## src/design/mmss_seven_segment_serial_frame_core_assert.svh

```systemverilog
// ----------------------------------------------------------------------------
// Assertion macros for the seven-segment serial frame core
// Concurrent checks that vanish in synthesis builds.
// ----------------------------------------------------------------------------
`ifndef MMSS_SEVEN_SEGMENT_SERIAL_FRAME_CORE_ASSERT_SVH
`define MMSS_SEVEN_SEGMENT_SERIAL_FRAME_CORE_ASSERT_SVH
`ifndef SYNTHESIS
// property checked at every rising clock edge outside reset
`define MMSS_ASSERT(label, clk, rst_n, prop) \
    label: assert property (@(posedge clk) disable iff (!rst_n) prop) \
        else $error("mmss assertion failed");
// condition that must hold in the cycle after a trigger
`define MMSS_ASSERT_NEXT(label, clk, rst_n, pre, post) \
    label: assert property (@(posedge clk) disable iff (!rst_n) (pre) |=> (post)) \
        else $error("mmss assertion failed");
`else
`define MMSS_ASSERT(label, clk, rst_n, prop)
`define MMSS_ASSERT_NEXT(label, clk, rst_n, pre, post)
`endif
`endif

```

## src/design/mmss_pkg.sv

```systemverilog
// ----------------------------------------------------------------------------
// mmss_pkg
// Shared types, symbol codes and segment table for the serial frame core.
// ----------------------------------------------------------------------------
`default_nettype none

package mmss_pkg;

    // serial symbol codes
    localparam logic [1:0] SYM_START = 2'd0;
    localparam logic [1:0] SYM_BIT   = 2'd1;
    localparam logic [1:0] SYM_STOP  = 2'd2;

    // request kinds
    localparam logic KIND_TIME = 1'b0;
    localparam logic KIND_INIT = 1'b1;

    // fixed bytes of the frames
    localparam logic [7:0] ADDR_BYTE  = 8'hC0;
    localparam logic [7:0] CMD_DATA   = 8'h40;
    localparam logic [7:0] CMD_DISP   = 8'h8F;

    // seconds saturation and reciprocal of 60 (x * 8739 >> 19 == x / 60 below 6000)
    localparam logic [12:0] SEC_MAX     = 13'd5999;
    localparam logic [13:0] MIN_RECIP   = 14'd8739;
    localparam int          RECIP_SHIFT = 19;

    // one frame descriptor handed from front to back
    typedef struct packed {
        logic            kind;
        logic [3:0][7:0] data;   // digit bytes, sent index 0 first
    } t_frame;

    // queue status seen by both sides
    typedef struct packed {
        logic full;
        logic empty;
    } t_q_status;

    // seven-segment pattern of a decimal digit
    function automatic logic [6:0] seg_encode(input logic [3:0] digit);
        logic [6:0] seg;
        unique case (digit)
            4'd0:    seg = 7'b0111111;
            4'd1:    seg = 7'b0110000;
            4'd2:    seg = 7'b1011011;
            4'd3:    seg = 7'b1111001;
            4'd4:    seg = 7'b1110100;
            4'd5:    seg = 7'b1101101;
            4'd6:    seg = 7'b1101111;
            4'd7:    seg = 7'b0111000;
            4'd8:    seg = 7'b1111111;
            4'd9:    seg = 7'b1111101;
            default: seg = 7'b0000000;
        endcase
        return seg;
    endfunction

endpackage

`default_nettype wire

```

## src/design/mmss_seven_segment_serial_frame_core.sv

```systemverilog
// ----------------------------------------------------------------------------
// mmss_seven_segment_serial_frame_core
// Two-wire display frame generator for a four-digit mm:ss LED display.
// ----------------------------------------------------------------------------
// Usage:
//   Input channel (i_valid / o_stall): one request per beat. i_kind = 0 shows
//   i_seconds as mm:ss (saturated at 99:59); i_kind = 1 sends the data and
//   display-control command frames.
//   Output channel (o_valid / i_stall): one serial symbol per beat, o_last
//   marks the final symbol of a request.
//   A time request yields 47 symbols, an init request 22. The serialiser
//   issues one symbol per cycle while i_stall is low, so the symbol
//   sequencer in the back end sets the request rate. After the request
//   beat the first symbol passes two further digit-split stages, queue
//   write, sequencer load and the output register.
//   Requests are taken while a frame is still going out, up to the front
//   stages plus queue depth, then o_stall rises.
//   When i_stall is high on a valid beat, the output beat holds and the sequencer pauses.
//   Synchronous reset empties the stages, queue and output register.
// ----------------------------------------------------------------------------
`default_nettype none

`include "mmss_seven_segment_serial_frame_core_assert.svh"

module mmss_seven_segment_serial_frame_core
    import mmss_pkg::*;
#(
    parameter int QUEUE_DEPTH = 2
) (
    input  wire logic        i_clk,
    input  wire logic        i_rst_n,
    input  wire logic        i_valid,
    output logic             o_stall,
    input  wire logic        i_kind,
    input  wire logic [13:0] i_seconds,
    output logic             o_valid,
    input  wire logic        i_stall,
    output logic [1:0]       o_symbol,
    output logic             o_bit_value,
    output logic             o_last
);

    t_frame    q_in_frame, q_out_frame;
    t_q_status q_status;
    logic      q_push, q_pop;

    // front: accept and digit split
    mmss_front u_front (
        .i_clk      (i_clk),
        .i_rst_n    (i_rst_n),
        .i_valid    (i_valid),
        .o_stall    (o_stall),
        .i_kind     (i_kind),
        .i_seconds  (i_seconds),
        .i_q_status (q_status),
        .o_push     (q_push),
        .o_frame    (q_in_frame)
    );

    // descriptor queue
    mmss_queue #(
        .DEPTH (QUEUE_DEPTH)
    ) u_queue (
        .i_clk    (i_clk),
        .i_rst_n  (i_rst_n),
        .i_push   (q_push),
        .i_frame  (q_in_frame),
        .i_pop    (q_pop),
        .o_frame  (q_out_frame),
        .o_status (q_status)
    );

    // back: symbol serialiser
    mmss_back u_back (
        .i_clk       (i_clk),
        .i_rst_n     (i_rst_n),
        .i_frame     (q_out_frame),
        .i_q_status  (q_status),
        .o_pop       (q_pop),
        .o_valid     (o_valid),
        .i_stall     (i_stall),
        .o_symbol    (o_symbol),
        .o_bit_value (o_bit_value),
        .o_last      (o_last)
    );

    // checks
    `MMSS_ASSERT(a_last_on_stop, i_clk, i_rst_n, (o_valid && o_last) |-> (o_symbol == SYM_STOP))
    `MMSS_ASSERT(a_level_bit_only, i_clk, i_rst_n, (o_valid && (o_symbol != SYM_BIT)) |-> !o_bit_value)
    `MMSS_ASSERT(a_pop_not_empty, i_clk, i_rst_n, q_pop |-> !q_status.empty)
    `MMSS_ASSERT_NEXT(a_push_fills, i_clk, i_rst_n, q_push && !q_pop, !q_status.empty)

endmodule

`default_nettype wire

```

## src/design/mmss_front.sv

```systemverilog
// ----------------------------------------------------------------------------
// mmss_front
// Accepts requests, saturates and splits the seconds count into digits and
// builds the segment bytes of a frame descriptor over three stages.
// ----------------------------------------------------------------------------
`default_nettype none

module mmss_front
    import mmss_pkg::*;
(
    input  wire logic        i_clk,
    input  wire logic        i_rst_n,
    input  wire logic        i_valid,
    output logic             o_stall,
    input  wire logic        i_kind,
    input  wire logic [13:0] i_seconds,
    input  wire t_q_status   i_q_status,
    output logic             o_push,
    output t_frame           o_frame
);

    // split a value below 100 into tens and units
    function automatic logic [7:0] split10(input logic [6:0] x);
        logic [14:0] prod;
        logic [3:0]  tens;
        logic [6:0]  units;
        prod  = 15'(x) * 15'd205;
        tens  = prod[14:11];
        units = x - 7'({tens, 3'b000}) - 7'({tens, 1'b0});
        return {tens, units[3:0]};
    endfunction

    logic        r_a_valid, r_b_valid, r_c_valid;
    logic        r_a_kind, r_b_kind;
    logic [12:0] r_a_sec;
    logic [6:0]  r_a_min, r_b_min;
    logic [5:0]  r_b_sec;
    t_frame      r_c_frame;

    logic        a_ready, b_ready, c_ready;
    logic [12:0] sec_sat;
    logic [25:0] min_prod;
    logic [12:0] sec_rem;
    logic [7:0]  sec_split, min_split;
    t_frame      n_frame;

    // stage flow control
    assign c_ready = !r_c_valid || !i_q_status.full;
    assign b_ready = !r_b_valid || c_ready;
    assign a_ready = !r_a_valid || b_ready;
    assign o_stall = !a_ready;
    assign o_push  = r_c_valid && !i_q_status.full;
    assign o_frame = r_c_frame;

    // stage A: saturate, minutes by reciprocal
    assign sec_sat  = (i_seconds > 14'(SEC_MAX)) ? SEC_MAX : i_seconds[12:0];
    assign min_prod = 26'(sec_sat) * 26'(MIN_RECIP);

    // stage B: remainder seconds
    assign sec_rem = r_a_sec - (13'({r_a_min, 6'b0}) - 13'({r_a_min, 2'b0}));

    // stage C: digits and segment bytes
    assign sec_split = split10({1'b0, r_b_sec});
    assign min_split = split10(r_b_min);

    always_comb begin
        n_frame.kind    = r_b_kind;
        n_frame.data[0] = {1'b0, seg_encode(sec_split[3:0])};
        n_frame.data[1] = {1'b1, seg_encode(sec_split[7:4])};   // colon
        n_frame.data[2] = {1'b0, seg_encode(min_split[3:0])};
        n_frame.data[3] = {1'b0, seg_encode(min_split[7:4])};
    end

    // valid bits
    always_ff @(posedge i_clk) begin
        if (!i_rst_n) begin
            r_a_valid <= 1'b0;
            r_b_valid <= 1'b0;
            r_c_valid <= 1'b0;
        end else begin
            if (a_ready) r_a_valid <= i_valid;
            if (b_ready) r_b_valid <= r_a_valid;
            if (c_ready) r_c_valid <= r_b_valid;
        end
    end

    // payload
    always_ff @(posedge i_clk) begin
        if (a_ready && i_valid) begin
            r_a_kind <= i_kind;
            r_a_sec  <= sec_sat;
            r_a_min  <= min_prod[RECIP_SHIFT +: 7];
        end
        if (b_ready && r_a_valid) begin
            r_b_kind <= r_a_kind;
            r_b_sec  <= sec_rem[5:0];
            r_b_min  <= r_a_min;
        end
        if (c_ready && r_b_valid) begin
            r_c_frame <= n_frame;
        end
    end

endmodule

`default_nettype wire

```

## src/design/mmss_queue.sv

```systemverilog
// ----------------------------------------------------------------------------
// mmss_queue
// Small descriptor queue between the front and the back.
// ----------------------------------------------------------------------------
`default_nettype none

module mmss_queue
    import mmss_pkg::*;
#(
    parameter int DEPTH = 2
) (
    input  wire logic   i_clk,
    input  wire logic   i_rst_n,
    input  wire logic   i_push,
    input  wire t_frame i_frame,
    input  wire logic   i_pop,
    output t_frame      o_frame,
    output t_q_status   o_status
);

    localparam int PTR_W = (DEPTH > 1) ? $clog2(DEPTH) : 1;
    localparam int CNT_W = $clog2(DEPTH + 1);

    t_frame             r_mem [DEPTH];
    logic [PTR_W-1:0]   r_wr_ptr, r_rd_ptr;
    logic [CNT_W-1:0]   r_count;

    assign o_frame        = r_mem[r_rd_ptr];
    assign o_status.full  = (r_count == CNT_W'(DEPTH));
    assign o_status.empty = (r_count == '0);

    // pointers and fill count
    always_ff @(posedge i_clk) begin
        if (!i_rst_n) begin
            r_wr_ptr <= '0;
            r_rd_ptr <= '0;
            r_count  <= '0;
        end else begin
            if (i_push) begin
                r_wr_ptr <= (r_wr_ptr == PTR_W'(DEPTH - 1)) ? '0 : r_wr_ptr + 1'b1;
            end
            if (i_pop) begin
                r_rd_ptr <= (r_rd_ptr == PTR_W'(DEPTH - 1)) ? '0 : r_rd_ptr + 1'b1;
            end
            if (i_push && !i_pop) begin
                r_count <= r_count + 1'b1;
            end else if (i_pop && !i_push) begin
                r_count <= r_count - 1'b1;
            end
        end
    end

    // storage
    always_ff @(posedge i_clk) begin
        if (i_push) begin
            r_mem[r_wr_ptr] <= i_frame;
        end
    end

endmodule

`default_nettype wire

```

## src/design/mmss_back.sv

```systemverilog
// ----------------------------------------------------------------------------
// mmss_back
// Serialises frame descriptors into start, bit slot and stop symbols, one
// per cycle unless the output beat is stalled, through a registered output stage.
// ----------------------------------------------------------------------------
`default_nettype none

module mmss_back
    import mmss_pkg::*;
(
    input  wire logic      i_clk,
    input  wire logic      i_rst_n,
    input  wire t_frame    i_frame,
    input  wire t_q_status i_q_status,
    output logic           o_pop,
    output logic           o_valid,
    input  wire logic      i_stall,
    output logic [1:0]     o_symbol,
    output logic           o_bit_value,
    output logic           o_last
);

    localparam logic [1:0] PH_START = 2'd0;
    localparam logic [1:0] PH_BITS  = 2'd1;
    localparam logic [1:0] PH_STOP  = 2'd2;

    logic            r_busy;
    logic            r_kind;
    logic [3:0][7:0] r_data;
    logic [1:0]      r_phase;
    logic [2:0]      r_byte;
    logic [3:0]      r_bit;
    logic            r_o_valid;
    logic [1:0]      r_o_symbol;
    logic            r_o_bit;
    logic            r_o_last;

    logic            out_ready, emit, load;
    logic [7:0]      cur_byte;
    logic [1:0]      sym;
    logic            sym_bit, sym_last;
    logic [1:0]      n_phase;
    logic [2:0]      n_byte;
    logic [3:0]      n_bit;

    assign out_ready = !r_o_valid || !i_stall;
    assign emit      = r_busy && out_ready;
    assign sym_last  = (r_phase == PH_STOP) && ((r_kind == KIND_TIME) || (r_byte == 3'd1));
    assign load      = !r_busy || (emit && sym_last);
    assign o_pop     = load && !i_q_status.empty;

    // byte under transmission
    always_comb begin
        if (r_kind == KIND_INIT) begin
            cur_byte = (r_byte == 3'd0) ? CMD_DATA : CMD_DISP;
        end else begin
            case (r_byte)
                3'd0:    cur_byte = ADDR_BYTE;
                3'd1:    cur_byte = r_data[0];
                3'd2:    cur_byte = r_data[1];
                3'd3:    cur_byte = r_data[2];
                default: cur_byte = r_data[3];
            endcase
        end
    end

    // current symbol; ninth slot of a byte is the low acknowledge
    always_comb begin
        unique case (r_phase)
            PH_START: sym = SYM_START;
            PH_BITS:  sym = SYM_BIT;
            default:  sym = SYM_STOP;
        endcase
        sym_bit = (r_phase == PH_BITS) && (r_bit != 4'd8) && cur_byte[r_bit[2:0]];
    end

    // sequencer next state
    always_comb begin
        n_phase = r_phase;
        n_byte  = r_byte;
        n_bit   = r_bit;
        unique case (r_phase)
            PH_START: begin
                n_phase = PH_BITS;
                n_bit   = 4'd0;
            end
            PH_BITS: begin
                if (r_bit != 4'd8) begin
                    n_bit = r_bit + 4'd1;
                end else begin
                    n_bit = 4'd0;
                    if (r_kind == KIND_INIT || r_byte == 3'd4) begin
                        n_phase = PH_STOP;
                    end else begin
                        n_byte = r_byte + 3'd1;
                    end
                end
            end
            default: begin
                // stop of the first command frame: open the second
                n_phase = PH_START;
                n_byte  = 3'd1;
            end
        endcase
    end

    // control
    always_ff @(posedge i_clk) begin
        if (!i_rst_n) begin
            r_busy    <= 1'b0;
            r_phase   <= PH_START;
            r_byte    <= 3'd0;
            r_bit     <= 4'd0;
            r_o_valid <= 1'b0;
        end else begin
            if (load) begin
                r_busy  <= !i_q_status.empty;
                r_phase <= PH_START;
                r_byte  <= 3'd0;
                r_bit   <= 4'd0;
            end else if (emit) begin
                r_phase <= n_phase;
                r_byte  <= n_byte;
                r_bit   <= n_bit;
            end
            if (out_ready) begin
                r_o_valid <= emit;
            end
        end
    end

    // descriptor and output beat payload
    always_ff @(posedge i_clk) begin
        if (o_pop) begin
            r_kind <= i_frame.kind;
            r_data <= i_frame.data;
        end
        if (emit) begin
            r_o_symbol <= sym;
            r_o_bit    <= sym_bit;
            r_o_last   <= sym_last;
        end
    end

    assign o_valid     = r_o_valid;
    assign o_symbol    = r_o_symbol;
    assign o_bit_value = r_o_bit;
    assign o_last      = r_o_last;

endmodule

`default_nettype wire

```

## config.mk

```make
export PLATFORM = sky130hd
export DESIGN_NAME = mmss_seven_segment_serial_frame_core
export DESIGN_NICKNAME = d
export VERILOG_FILES = /design/src/design/mmss_pkg.sv /design/src/design/mmss_seven_segment_serial_frame_core.sv /design/src/design/mmss_front.sv /design/src/design/mmss_queue.sv /design/src/design/mmss_back.sv
export VERILOG_INCLUDE_DIRS = /design/src /design/src/design
export SDC_FILE = /design/constraint.sdc
export NUM_CORES = 1
export LEC_CHECK = 0
export BUFFER_PORTS_ARGS = -buffer_cell sky130_fd_sc_hd__buf_2
export CORE_MARGIN = 5
export CORE_UTILIZATION = 40
export DETAILED_ROUTE_END_ITERATION = 7
export PLACE_DENSITY = 0.51
export REMOVE_ABC_BUFFERS = 1
export SETUP_SLACK_MARGIN = 0.15
export SLEW_MARGIN = 20
export SYNTH_ARGS = -nofsm -noshare
export SYNTH_HDL_FRONTEND = slang
export SYNTH_HIERARCHICAL = 1
export SYNTH_SLANG_ARGS = --single-unit
```

## constraint.sdc

```tcl
create_clock -name i_clk -period 15.5 [get_ports i_clk]
set_input_delay 0.775 -clock i_clk [delete_from_list [all_inputs] [get_ports i_clk]]
set_output_delay 0.775 -clock i_clk [all_outputs]
set_load 0.03 [all_outputs]
```

* After elaboration in Yosys (flattened, before gate mapping)
Memories as Yosys holds them, arrays and structs flattened. A register that Yosys moved wholly into a read port is not among the register bits.
Cells that the tools add are included.
** Storage, ports and cells
- RAM bits :: 58
- Input port bits :: 19
- Bits in registers :: 83
- Bits in read-only memories :: 448
- Logic and storage cells :: 121
- Memories :: 5
- Bits in latches :: 0
- Output and inout bits :: 6
** Memories
- (no name shown) :: depth 16, bits a word 7, rd ports 1, clocked after Yosys merged registers in 1, wr ports 0, RTL line mmss_pkg.sv:43 : unique case (digit)
- (no name shown) :: depth 16, bits a word 7, rd ports 1, clocked after Yosys merged registers in 1, wr ports 0, RTL line mmss_pkg.sv:43
- (no name shown) :: depth 16, bits a word 7, rd ports 1, clocked after Yosys merged registers in 1, wr ports 0, RTL line mmss_pkg.sv:43
- (no name shown) :: depth 16, bits a word 7, rd ports 1, clocked after Yosys merged registers in 1, wr ports 0, RTL line mmss_pkg.sv:43
- u_queue.r_mem :: depth 2, bits a word 29, rd ports 1, clocked after Yosys merged registers in 1, wr ports 1, RTL line mmss_queue.sv:24 : t_frame r_mem [DEPTH];
** Operators by class
- Shift-type cells :: 0
- Multiplexer cells :: 21
- Equal/unequal tests :: 11
- Bitwise logic cells :: 3
- Magnitude comparators :: 2
- Add/subtract/negate cells :: 12
- Reduce and logical (&&, ||, !) cells :: 39
- Div/mod/pow operators :: 0
- Multiply operators :: 3
** Operators by type and width (number)
- $pmux 8 s4 :: 1
- $mul 13x14->26 const B :: 1
- $mux 8 :: 2
- $sub 4x4->4 :: 4
- $mul 7x8->15 const B :: 1
- $gt 14x13->1 const B :: 1
- $mul 6x8->14 const B :: 1
- $mux 13 :: 1
- $logic_and 1x1->1 :: 12
- $logic_not 1->1 :: 11
- $mux 2 :: 4
- $pmux 2 s2 :: 2
- $pmux 4 s2 :: 1
- $logic_or 1x1->1 :: 7
- $eq 3x2->1 const B :: 2
- $mux 3 :: 2
- $ne 2x2->1 const B :: 3
- $pmux 3 s2 :: 1
- $sub 1x6->6 const A :: 1
- $sub 6x6->6 :: 1
- $mux 1 :: 5
- $add 4x1->4 const B :: 1
- $eq 2x2->1 const B :: 2
- $logic_not 2->1 :: 2
- other kinds (18) :: 22

* Depth between registers and ports, before layout
- Depth in word-level cells :: 9
- Gate-level depth with buffers :: 22
- Gate-level depth less buffers :: 21

* Cells and area by module
The synthesis kept the hierarchy.
** Modules (own cells, without submodules)
- mmss_front :: times used 1, cells each 624, seq. area each 1771.7 µm², area an instance 6581.3 µm²
- mmss_queue :: times used 1, cells each 125, seq. area each 2082.0 µm², area an instance 2597.5 µm²
- mmss_back :: times used 1, cells each 160, seq. area each 1331.3 µm², area an instance 2108.3 µm²

* Worst setup path before layout
Ideal clock, no wire load.
- Path type :: input to register
- From :: input port i_seconds[4]
- To :: register u_front.r_a_min[5] (data pin)
- Path buffers :: 1
- Stages :: 21
- Data required time :: 15.242 ns
- Setup time :: 0.258 ns
- Data arrival time :: 5.068 ns
- Slack :: 10.174 ns
- Cells stage by stage :: a31oi_1 > o21bai_1 > a21oi_1 > clkbuf_1 > nand2_1 > ha_1 > ha_1 > or2_2 > fa_1 > inv_1 > fa_1 > inv_1 > ha_1 > ha_1 > nand4_1 > nor2_1 > nand3_1 > a211oi_1 > nor2_1 > o31a_1 > xnor2_1
** On the way
- Word-level cells in the longest chain between the ends :: 3
** Ends and longest elaborated chain
- start: declaration :: RTL line mmss_seven_segment_serial_frame_core.sv:35 : input wire logic [13:0] i_seconds,
- $gt 14x13->1 :: RTL line mmss_front.sv:56 : assign sec_sat = (i_seconds > 14'(SEC_MAX)) ? SEC_MAX : i_seconds[12:0];
- $mux 13 * :: RTL line mmss_front.sv:56
- $mul 13x14->26 * :: RTL line mmss_front.sv:57 : assign min_prod = 26'(sec_sat) * 26'(MIN_RECIP);
- via u_front.min_prod[24] :: RTL line mmss_front.sv:42 : logic [25:0] min_prod;
- end signal: assignment :: RTL line mmss_front.sv:92 : r_a_min <= min_prod[RECIP_SHIFT +: 7];
- end: declaration :: RTL line mmss_front.sv:36 : logic [6:0] r_a_min, r_b_min;
Mark *: on every way through the listed nets, which the timed path passes. The rest lies on a longest branch.
A chain may end at the register's enable or synchronous reset.

* Worst setup path after layout
Same ends and word-level chain as after synthesis.

==> impl_metrics.ini <==
[floorplanning]
ioPinCount = 25
rows = 61
initial_utilization = 0.4052
die-width_um = 178.0
die_area_um2 = 31680
die_h_um = 178.0
core_area_um2 = 27860

[clock_tree]
htreeDepth = 4
cts_sinks = 179
cts.path.max_buffers = 2
cts_setup_buffers = 0
cts-hold-fix-buffers = 0
clock_latency_ps = 430
clkTransAtPathRegs_ps = 60
cts_buffers = 17
root_buffer = clkbuf_16
post_cts_resized = 0
cts_tree = yes

[place]
dp.cells = 1304
numPortBuffers = 24
hpwl_mm = 15.51
gp_congestion = 0.7740

[logic_synthesis]
syn-cell-area_um2 = 11290
synthCells = 909
synth_top_cell_by_area = edfxtp_1
yosysTopAreaCellShare = 0.4257
avgSynthCellArea_um2 = 12.42
netlist_top_cells_area = edfxtp_1 (43%), ha_1 (19%), fa_1 (6.0%)
synth_async_sr_flop_share = 0
synth_cell_types = 82
yosysSeqAreaShare = 0.4594
synth-edff-count = 160
synth-seq-cells = 179
synthFlopType = edfxtp_1
yosysWarnings = 6

[min_path]
hp-class = reg2reg
min_from = u_front/r_a_min[5]
hold-path-cell-count = 0
holdPathEnd = u_front/r_b_min[5]

[global_routing]
grt_max_degree = 36
antenna_found_initial = 0
overflow = 0
grt_pass1_vias = 6719
grt_pass1_wl_mm = 33.38
track_usage = 0.1321

[timing]
slew_headroom = 0.2874
whs_ps = 420.9
fmax_ghz = 0.1787
setup_viol = 0
rsz0062_at_grt = no
period_needed_ps = 5597
hold_violations = 0
period_share = 0.3611
slew_violations = 0
worst-slew-pin-transition_ps = 1067
skew_ps = 13.46
fin_setup_tns_ps = 0

[layout]
final_nets = 1165
syn2layout_area_growth_pct = 10.31
finalNonFillerCells = 1336
fill_cells = 2604
final_core_util = 0.4469
antenna_cells = 0
drive_gt1_frac = 0.1378

[drt]
vias_per_cell = 4.859
first_pass_iters = 4
initialDrtViolationCount = 302
remaining_drc_errors = 0
ant_nets = 0
vias = 6492
wl_mm = 19.77
wire_per_inst_um = 14.79

[worst_setup_path]
crit_path_top_delay_cell = a21oi_1
cp_top_family = adder cells
rr_startpoint = u_front/r_b_min[4]
crit_chain = buf_2 > a31oi_1 > o21bai_1 > a21oi_1 > nand2_1 > ha_1 > ha_1 > or2_2 > fa_1 > inv_1 > fa_1 > inv_1 > ha_1 > ha_1 > nand4_1 > nor2_1 > nand3_1 > a211oi_1 > nor2_1 > o31a_1 > xnor2_1
worst_setup_path_start_kind = input port
cp_max_fo = 12
cp_num_buf_inv = 3
slowest_delay_ps = 630
crit_path_end_kind = register
crit_top_cell = ha_1
path_class = in2reg
reg2reg_to = u_front/o_frame[21]
reg2reg_slack_ps = 10060
crit_start = i_seconds[4]
worstPathArrival_ps = 5780
r2r_cells = 18
crit_required_ps = 15680

[run]
maxCapViolCount = 0

[pwr]
peakVddDrop_mv = 0.08986
p_leak_nw = 5.200
p_total_mw = 2.467
powerDensity_nw_per_um2 = 198.1

[run_status]
outcome = complete, no violations
## synth_stat cells (5+ instances only)
cell type,instances
buf_4,7
xnor2_1,23
and2_1,8
ha_1,167
nor2b_1,10
nor3_1,6
a211oi_1,6
edfxtp_1,160
xor2_1,10
nor2_1,36
o21a_1,6
mux2i_1,12
o211ai_1,5
inv_1,118
nand3_1,16
nand2b_1,16
o21ai_0,21
a21oi_1,46
nand4_1,5
a22oi_1,5
fa_1,34
mux2_2,35
dfxtp_1,19
nand2_1,39
## state kept, by name, indices dropped and copies added (netlist names), 2 cells and up, named ones only
name             count
u_back/o_symbol      2
u_back/r_bit         4
u_back/r_byte        3
u_back/r_data       32
u_back/r_phase       2
u_front/o_frame     29
u_front/r_a_min      7
u_front/r_a_sec      6
u_front/r_b_min      7
u_front/r_b_sec      6
u_queue/r_count      2
u_queue/r_mem       66
## logic make-up (layout without fill, tap and decap cells)
family | count (synthesis) | in the layout | share of synthesized area
fa+ha+maj | 201 | 201 | 0.2454
flops | 179 | 179 | 0.4594
simple gates | 162 | 162 | 0.07538
compound gates | 145 | 145 | 0.09124
buf+inv | 135 | 182 | 0.04866
mux | 48 | 48 | 0.04689
xor+xnor | 37 | 37 | 0.03237
other cells | 2 | 4 | 0.0006654
## cell type report
| class | count | area (um^2) | area share |
|---|---|---|---|
| multi-input cells | 597 | 5574 | 0.4477 |
| flip-flops and latches | 179 | 5185 | 0.4164 |
| well taps | 378 | 473.0 | 0.03799 |
| inverters | 120 | 450.4 | 0.03618 |
| clock buffers | 18 | 429.2 | 0.03447 |
| clock inverters | 14 | 173.9 | 0.01397 |
| repair buffers | 30 | 165.2 | 0.01326 |
## placed cells by master, fill, tap and decap left out, types with 16 or more instances in the layout
master,count
inv_1,118
edfxtp_1,160
nand3_1,16
ha_1,167
dfxtp_1,19
clkbuf_16,17
xnor2_1,23
a21oi_1,46
nand2b_1,16
o21ai_0,21
nand2_1,39
nor2_1,35
mux2_2,35
buf_2,24
fa_1,34
## metal layers
layer  wire length [um]  global-route usage  vias up  part of all wire
met2               9883              0.2332       78              0.50
li1                   -                   -     3332                 -
met5                  0                   0        -                 0
met1               9040              0.1656     3060              0.46
met4                365             0.03964        0             0.018
met3                476             0.02331       22             0.024
## stage by stage
| stage | instance area (um^2) | setup WS [ps] |
|---|---|---|
| after floorplan | 11200 | 10100 |
| after global placement | 11850 | 9518 |
| after detailed placement | 11850 | 9402 |
| after CTS | 12450 | 9844 |
| after global routing | 12450 | 9421 |
| final | 12450 | 9903 |
## how the worst max path moves through the flow
stage | end | slack [ps] | depth (start not counted)
after global placement | u_front/r_a_min[5] | 9520 | 20
after floorplan | u_front/r_a_min[5] | 10100 | 20
after detailed placement | u_front/r_a_min[5] | 9400 | 20
after CTS | u_front/r_a_min[5] | 9840 | 20
after global routing | u_front/r_a_min[5] | 9420 | 20
final | u_front/r_a_min[5] | 9900 | 21
## power breakdown
group | total, mW | leakage, nW | switching (mW) | internal [mW]
Combinational | 1.25 | 3.28 | 0.707 | 0.541
Clock | 0.435 | 0.293 | 0.179 | 0.256
Sequential | 0.785 | 1.63 | 0.0542 | 0.730
Total | 2.47 | 5.20 | 0.940 | 1.53
No activity file was read; power rests on OpenSTA's default activity.
